[config.mk]
export PLATFORM = sky130hd
export DESIGN_NAME = quantile_admission_check_unit
export DESIGN_NICKNAME = d
export VERILOG_FILES = /design/src/sv/qac_pkg.sv /design/src/sv/quantile_admission_check_unit.sv
export VERILOG_INCLUDE_DIRS = /design/src /design/src/sv
export SDC_FILE = /design/constraint.sdc
export NUM_CORES = 2
export LEC_CHECK = 0
export BUFFER_PORTS_ARGS = -buffer_cell sky130_fd_sc_hd__buf_4
export CAP_MARGIN = 20
export CORE_MARGIN = 2
export CORE_UTILIZATION = 40
export CTS_BUF_LIST = sky130_fd_sc_hd__clkbuf_8
export CTS_CLUSTER_DIAMETER = 60
export DETAILED_ROUTE_END_ITERATION = 10
export PLACE_DENSITY = 0.54
export SYNTH_ARGS = -nofsm -noshare
export SYNTH_HDL_FRONTEND = slang
export SYNTH_SLANG_ARGS = --single-unit
[constraint.sdc]
create_clock -name clk -period 12.18 [get_ports clk]
set_clock_uncertainty 0.05 [all_clocks]
set_input_delay 1.827 -clock clk [delete_from_list [all_inputs] [get_ports clk]]
set_output_delay 1.827 -clock clk [all_outputs]
set_load 0.05 [all_outputs]
[src/sv/quantile_admission_check_unit_assert.svh]
// Assertion macros for the quantile admission check unit.
// Needs clk and rst in the scope of the including module.
`ifndef QUANTILE_ADMISSION_CHECK_UNIT_ASSERT_SVH
`define QUANTILE_ADMISSION_CHECK_UNIT_ASSERT_SVH

// Same-cycle implication, checked outside reset.
`define QAC_ASSERT_NOW(label, ante, cons) \
  label: assert property (@(posedge clk) disable iff (rst) (ante) |-> (cons)) \
    else $error("qac: check failed");

// Next-cycle implication, checked outside reset.
`define QAC_ASSERT_NEXT(label, ante, cons) \
  label: assert property (@(posedge clk) disable iff (rst) (ante) |=> (cons)) \
    else $error("qac: check failed");

`endif

[src/sv/qac_pkg.sv]
// Shared types and constants for the quantile admission check unit.
// No dependencies.
package qac_pkg;

  localparam int WinMax = 64;
  localparam int WinAw  = 6;
  localparam int RankW  = 32;

  typedef enum logic [3:0] {
    ST_IDLE, ST_PREP, ST_DIV, ST_SCAN, ST_UPD, ST_CNT,
    ST_MUL1, ST_MUL2, ST_CMP, ST_FIN
  } qac_state_t;

  typedef enum logic [1:0] {
    V_ADMIT = 2'd0,
    V_FULL  = 2'd1,
    V_OVER  = 2'd2
  } verdict_t;

  typedef enum logic [2:0] {
    CFG_DEFLECT  = 3'd0,
    CFG_DIVISOR  = 3'd1,
    CFG_WINDOW   = 3'd2,
    CFG_PERIOD   = 3'd3,
    CFG_KFRAC    = 3'd4,
    CFG_CAPACITY = 3'd5,
    CFG_CAPBITS  = 3'd6
  } cfg_index_t;

endpackage

[src/sv/quantile_admission_check_unit.sv]
// Quantile admission check: rank forming, window scan and threshold test.
// Depends on qac_pkg and quantile_admission_check_unit_assert.svh.
//
// Usage:
//   Input channel (in_valid/in_stall) carries one packet item; in_stall is
//   high while an item is being worked on. Output channel (out_valid/
//   out_stall) returns verdict, rank and below_count, one result per item.
//   Configuration writes (cfg_valid/cfg_ready, cfg_index, cfg_data) are
//   always taken; write them only while the block is idle.
//   The rank path is decided first; each retransmission division then runs
//   bit-serially over all 32 rank bits, followed by the decide step again;
//   then on the quantile path the window memory is scanned (each read is
//   compared as it returns), followed by one update step, a wrap of the
//   sample counter, two multiply stages, one compare and the output state.
//   One item is processed at a time; the next is taken as soon as the
//   previous result sits in the output register.
//   Reset clears configuration to defaults, empties the window and the
//   sample counter; window memory contents need no clearing.
//   When the receiver stalls, the result holds in the output register and
//   a following item finishes its work then waits until that slot frees.
module quantile_admission_check_unit
  import qac_pkg::*;
(
  input  logic        clk,
  input  logic        rst,
  input  logic        in_valid,
  output logic        in_stall,
  input  logic [31:0] seq_number,
  input  logic [3:0]  retrans_count,
  input  logic        is_data,
  input  logic [23:0] pkt_len,
  input  logic [23:0] queue_fill,
  output logic        out_valid,
  input  logic        out_stall,
  output logic [1:0]  verdict,
  output logic [31:0] rank,
  output logic [6:0]  below_count,
  input  logic        cfg_valid,
  output logic        cfg_ready,
  input  logic [2:0]  cfg_index,
  input  logic [23:0] cfg_data
);

  // configuration
  logic        de_r;
  logic [7:0]  div_r;
  logic [6:0]  wsize_r;
  logic [9:0]  per_r;
  logic [16:0] kfrac_r;
  logic [23:0] cap_r;
  logic        capbits_r;

  qac_state_t state, state_next;

  // item
  logic [RankW-1:0] rank_r;
  logic [3:0]       rc_r;
  logic [3:0]       pass_r;
  logic             data_r;
  logic             full_r;
  logic [23:0]      q_r;
  logic [7:0]       rem_r;
  logic [4:0]       bitcnt;

  // window
  logic [RankW-1:0] mem [WinMax];
  logic [RankW-1:0] rd_data;
  logic [WinAw-1:0] rd_addr;
  logic [WinAw-1:0] head;
  logic [WinAw:0]   fill;
  logic [WinAw:0]   iss;
  logic             rd_pend;
  logic [6:0]       below;
  logic [9:0]       ctr;
  logic [10:0]      ctr_v;
  logic             we;
  logic [WinAw-1:0] wr_addr;

  logic [30:0]      qw;
  logic [22:0]      kc;
  logic [46:0]      rhs;
  logic [1:0]       res_verdict;

  // effective settings
  logic [6:0]  w_eff;
  logic [9:0]  per_eff;
  logic [16:0] k_eff;
  logic [6:0]  cnt_sat;
  logic        div_on;
  logic        accept;
  logic        out_load;
  logic [8:0]  div_t;
  logic        div_ge;
  logic [WinAw:0]   f_keep;
  logic [WinAw-1:0] head_new;

  always_comb begin
    w_eff   = (wsize_r == 7'd0) ? 7'd1 :
              (wsize_r > 7'(WinMax)) ? 7'(WinMax) : wsize_r;
    per_eff = (per_r == 10'd0) ? 10'd1 : per_r;
    k_eff   = (kfrac_r > 17'h10000) ? 17'h10000 : kfrac_r;
    cnt_sat = (below > w_eff) ? w_eff : below;
    div_on  = data_r && de_r && (div_r != 8'd0);
    div_t   = {rem_r, rank_r[RankW-1]};
    div_ge  = div_t >= {1'b0, div_r};
    if (fill >= w_eff) begin
      head_new = head + WinAw'(fill - w_eff + 7'd1);
      f_keep   = w_eff - 7'd1;
    end else begin
      head_new = head;
      f_keep   = fill;
    end
  end

  assign cfg_ready = 1'b1;
  assign in_stall  = (state != ST_IDLE);
  assign accept    = in_valid && !in_stall;
  assign out_load  = (state == ST_FIN) && (!out_valid || !out_stall);
  assign rd_addr   = head + iss[WinAw-1:0];

  // configuration registers
  always_ff @(posedge clk) begin
    if (rst) begin
      de_r      <= 1'b0;
      div_r     <= 8'd0;
      wsize_r   <= 7'd64;
      per_r     <= 10'd1;
      kfrac_r   <= 17'd0;
      cap_r     <= 24'd64;
      capbits_r <= 1'b0;
    end else if (cfg_valid && cfg_ready) begin
      unique case (cfg_index)
        CFG_DEFLECT:  de_r      <= cfg_data[0];
        CFG_DIVISOR:  div_r     <= cfg_data[7:0];
        CFG_WINDOW:   wsize_r   <= cfg_data[6:0];
        CFG_PERIOD:   per_r     <= cfg_data[9:0];
        CFG_KFRAC:    kfrac_r   <= cfg_data[16:0];
        CFG_CAPACITY: cap_r     <= cfg_data[23:0];
        CFG_CAPBITS:  capbits_r <= cfg_data[0];
        default: ;
      endcase
    end
  end

  always_ff @(posedge clk) begin
    if (rst) state <= ST_IDLE;
    else     state <= state_next;
  end

  always_comb begin
    state_next = state;
    unique case (state)
      ST_IDLE: if (accept) state_next = ST_PREP;
      ST_PREP: begin
        if (div_on && pass_r != rc_r) state_next = ST_DIV;
        else if (full_r || !de_r)     state_next = ST_FIN;
        else                          state_next = ST_SCAN;
      end
      ST_DIV:  if (bitcnt == 5'd31) state_next = ST_PREP;
      ST_SCAN: if (iss == fill && !rd_pend) state_next = ST_UPD;
      ST_UPD:  state_next = ST_CNT;
      ST_CNT:  if (ctr_v < {1'b0, per_eff}) state_next = ST_MUL1;
      ST_MUL1: state_next = ST_MUL2;
      ST_MUL2: state_next = ST_CMP;
      ST_CMP:  state_next = ST_FIN;
      ST_FIN:  if (out_load) state_next = ST_IDLE;
      default: state_next = ST_IDLE;
    endcase
  end

  // window memory
  always_ff @(posedge clk) begin
    if (we) mem[wr_addr] <= rank_r;
    rd_data <= mem[rd_addr];
  end

  assign we      = (state == ST_UPD) && (ctr == 10'd0);
  assign wr_addr = head_new + f_keep[WinAw-1:0];

  // item datapath
  always_ff @(posedge clk) begin
    if (rst) begin
      fill    <= '0;
      head    <= '0;
      ctr     <= '0;
      rd_pend <= 1'b0;
    end else begin
      unique case (state)
        ST_IDLE: begin
          if (accept) begin
            rank_r  <= is_data ? seq_number : '0;
            rc_r    <= retrans_count;
            data_r  <= is_data;
            q_r     <= queue_fill;
            pass_r  <= '0;
            below   <= '0;
            iss     <= '0;
            rd_pend <= 1'b0;
            full_r  <= capbits_r
                       ? ({1'b0, queue_fill} + {1'b0, pkt_len}) >= {1'b0, cap_r}
                       : (queue_fill >= cap_r);
          end
        end
        ST_PREP: begin
          if (div_on && pass_r != rc_r) begin
            rem_r  <= '0;
            bitcnt <= '0;
          end else begin
            if (div_on && rank_r == '0) rank_r <= RankW'(1);
            res_verdict <= full_r ? V_FULL : V_ADMIT;
          end
        end
        ST_DIV: begin
          rem_r  <= div_ge ? 8'(div_t - {1'b0, div_r}) : div_t[7:0];
          rank_r <= {rank_r[RankW-2:0], div_ge};
          bitcnt <= bitcnt + 5'd1;
          if (bitcnt == 5'd31) pass_r <= pass_r + 4'd1;
        end
        ST_SCAN: begin
          // one read issued a cycle, compared when it returns
          rd_pend <= (iss != fill);
          if (iss != fill) iss <= iss + 7'd1;
          if (rd_pend && rd_data < rank_r) below <= below + 7'd1;
        end
        ST_UPD: begin
          if (ctr == 10'd0) begin
            head <= head_new;
            fill <= f_keep + 7'd1;
          end
          ctr_v <= {1'b0, ctr} + 11'd1;
        end
        ST_CNT: begin
          // wrap by repeated subtraction; one step unless the period shrank
          if (ctr_v >= {1'b0, per_eff}) ctr_v <= ctr_v - {1'b0, per_eff};
          else                          ctr   <= ctr_v[9:0];
        end
        ST_MUL1: begin
          qw <= q_r * w_eff;
          kc <= 23'(17'h10000 - k_eff) * 23'(cnt_sat);
        end
        ST_MUL2: rhs <= cap_r * (23'({w_eff, 16'h0}) - kc);
        ST_CMP:  res_verdict <= ({qw, 16'h0} > rhs) ? V_OVER : V_ADMIT;
        ST_FIN: ;
        default: ;
      endcase
    end
  end

  // output register
  always_ff @(posedge clk) begin
    if (rst) begin
      out_valid <= 1'b0;
    end else if (out_load) begin
      out_valid   <= 1'b1;
      verdict     <= res_verdict;
      rank        <= rank_r;
      below_count <= below;
    end else if (!out_stall) begin
      out_valid <= 1'b0;
    end
  end

`include "quantile_admission_check_unit_assert.svh"

  `QAC_ASSERT_NOW(a_fill_bound, 1'b1, fill <= 7'(WinMax))
  `QAC_ASSERT_NOW(a_full_no_count, out_load && res_verdict == V_FULL, below == 7'd0)
  `QAC_ASSERT_NEXT(a_push_fills, state == ST_UPD && ctr == 10'd0, fill != 7'd0)

endmodule

==> metrics <==
Gate Count Post-Synth=8154; register area share after synthesis=0.570; worst skew pair latency=roughly 1.0 ns; RSZ-0062 raised after global routing=false; reg2reg setup slack=around 2.2 ns; Final Max Tran Viols=0; outcome=completed; crit share post-route=0.820; clk root buf=clkbuf_8; gr ovfl total=0; Synth cell types=97; Cell Pwr Density=127 nW/µm²; PortBufs=159; Max Cap Viol=0; Seq. cell area=about 72000 µm²; Top FF cell, synth=edfxtp_1; DRT Pass-1 Iters=8; Rows=between 200 and 250; vias in the first global route=75200; area grow syn2layout=12.0%; Sequential Power Share=0.518; post-synthesis instance area=125000 µm²; die height=564 µm; cell at the slowest stage of the critical path=xnor2_2; post-route ant nets=0; Synth top area share=0.550; filler cell count in the final layout=27800; DR iter-0 viols=6338; HPWL after DPL=219000 µm; # setup viols final=0; global route hottest layer=met2; die area=~320000 µm²; fin util=0.450; Initial Util=0.402; post-CTS setup buffers=0; Worst EP arrival=10.62 ns; async set or reset register ratio after synthesis=0; Post-Layout Inst Area=about 140000 µm²; most used cell along the critical path=fa_1; Clock power frac=0.373; net count reported at finish=just under 10000; vias after detailed routing=approximately 71000; Synth area leaders=edfxtp_1 (55%), mux4_2 (11%), fa_1 (11%), ha_1 (4.8%), inv_1 (2.7%); synthesized area per cell=roughly 15 µm²; WP buf/inv=4; met3 Track Usage GR=0.0298; H-tree depth=5; met1 global-route usage=0.291; Leakage=51.3 nW; post-layout min period=around 10 ns; crit path max fanout=23; placed insts=approximately 12000; Logic pwr share=0.110; final wirelength=354000 µm; Max rail drop VDD=between 80 and 90 µV; area of placed instances=133000 µm²; largest net degree at the start of global routing=102; CTS-repair resized insts=0; warnings from Yosys=0; worst rel slew slack=0.208; maximum clock path buffer count=4; fmax=0.100 GHz; Tightest Pin Transition=1.19 ns; DR WL/cell=27.1 µm; met2 Use GR=0.389; gr usage total=0.223; first-pass GRT wire length=about 520000 µm; CTS sink cnt=2425; Non-Filler Instances=13100; multi-input logic area=50200 µm²; most frequent cells in the layout=edfxtp_1 (2296), inv_1 (1040), nand2_1 (783), fa_1 (687), mux4_2 (640); Int Pwr=roughly 0.013 W; commonest non-fill, non-tap cell in the layout=edfxtp_1; Seq cells post-synth=2425; EDFF count, synth=2296; Die W=564 µm; gpl congestion=a little under 0.9; TritonCTS clock tree=done; Via density=5.46; Hold Vio Cnt, Final=0; delay-heaviest family, CP=adder cells; I/O pins=161; Fin Setup TNS=0 ns; CP endpoint kind=flop; hold slack=0.407 ns; kind of critical path=reg2reg; Sw Pwr=0.00455 W; slowest stage delay, CP=between 0.6 and 0.7 ns; switching part of the total=0.255; DR DRC count=0; HP Class=reg2reg; Hold-fix buffers, CTS=0; CTS clk-pin slew, worst paths=0.06 ns; initial antenna violation count=14; CP required=roughly 13 ns; share of cells above drive strength 1=0.185; Core Area=312000 µm²; largest area contributor in the netlist=edfxtp_1; cts bufs inserted=402; critical path launch point type=flop
-- area by class of cell --
type                       count  area share
sequential                  2425       0.509
clock buffer                 414      0.0406
inverter                     895      0.0239
clock inverter               302      0.0114
multi-input combinational   4510       0.357
tap                         4140      0.0369
antenna                        5   0.0000891
timing repair buffer         367      0.0207
-- sequential cells by signal, indices dropped and copies added (netlist names), 5 cells and up --
register,count
div_r,8
kfrac_r,17
rd_data,32
ctr,10
kc,23
bitcnt,5
rank,32
ctr_v,11
rank_r,32
rem_r,8
fill,7
rhs,47
per_r,10
q_r,24
qw,31
head,6
iss,7
below,7
wsize_r,7
below_count,7
cap_r,24
mem,2048
-- per-stage QoR --
step	setup slack, ns	total power [W]
2_1_floorplan	3.55	0.0107
3_3_place_gp	2.41	0.0114
3_5_place_dp	2.26	0.0114
4_1_cts	2.23	0.0181
5_1_grt	1.65	0.0186
6_report	2.20	0.0179
-- Yosys cell counts (90+ instances only) --
cell         n
nor2_1     310
clkbuf_1   240
edfxtp_1  2296
mux4_2     640
xnor2_1    143
inv_1      895
dfxtp_1    129
o21ai_0    119
nand2_1    784
nor2b_1     90
and2_1     226
a21o_1      93
a21oi_1    244
fa_1       688
ha_1       485
-- layer usage --
metal	up-vias	share of wire	routed length [µm]
met2	2255	0.51	179000
met1	37900	0.41	145000
met5	-	0.00086	305
li1	30500	-	-
met4	6	0.027	9480
met3	521	0.055	19400
-- final timing paths --
path,start,cells after the start,to
worst max-delay path,kc[0]$_DFFE_PP_,33,rhs[46]$_DFFE_PP_
worst min-delay path,per_r[4]$_SDFFE_PP0P_,2,per_r[4]$_SDFFE_PP0P_
worst max register to register,kc[0]$_DFFE_PP_,33,rhs[46]$_DFFE_PP_
worst min register to register,per_r[4]$_SDFFE_PP0P_,2,per_r[4]$_SDFFE_PP0P_
-- worst register-to-register path: cells and delay by family, from the launching register on --
family | cells | cell delay [ns]
buf+inv | 4 | 0.75
flops | 1 | 0.45
simple gates | 5 | 1.36
fa+ha+maj | 9 | 4.16
compound gates | 13 | 2.21
xor+xnor | 2 | 0.73
-- power by group through the flow --
stage | clock (W) | combinational [W] | sequential, W
floorplan | 0 | 0.00127 | 0.00948
finish | 0.00666 | 0.00196 | 0.00926
detailed placement | 0 | 0.00197 | 0.00943
CTS | 0.00681 | 0.00199 | 0.00926
global route | 0.00715 | 0.00219 | 0.00925
global placement | 0 | 0.00195 | 0.00943
-- kinds of logic after synthesis --
family | after synthesis | share of synthesized area
buffers and inverters | 1233 | 0.0376
adders and majority gates | 1173 | 0.158
muxes | 710 | 0.121
AOI/OAI and AO/OA | 678 | 0.0344
xor gates and xnor gates | 213 | 0.0152
DFF | 2425 | 0.570
and+or+nand+nor | 1720 | 0.0638
other | 2 | 0.0000599
Note: power is estimated with default switching activity, not from simulation.
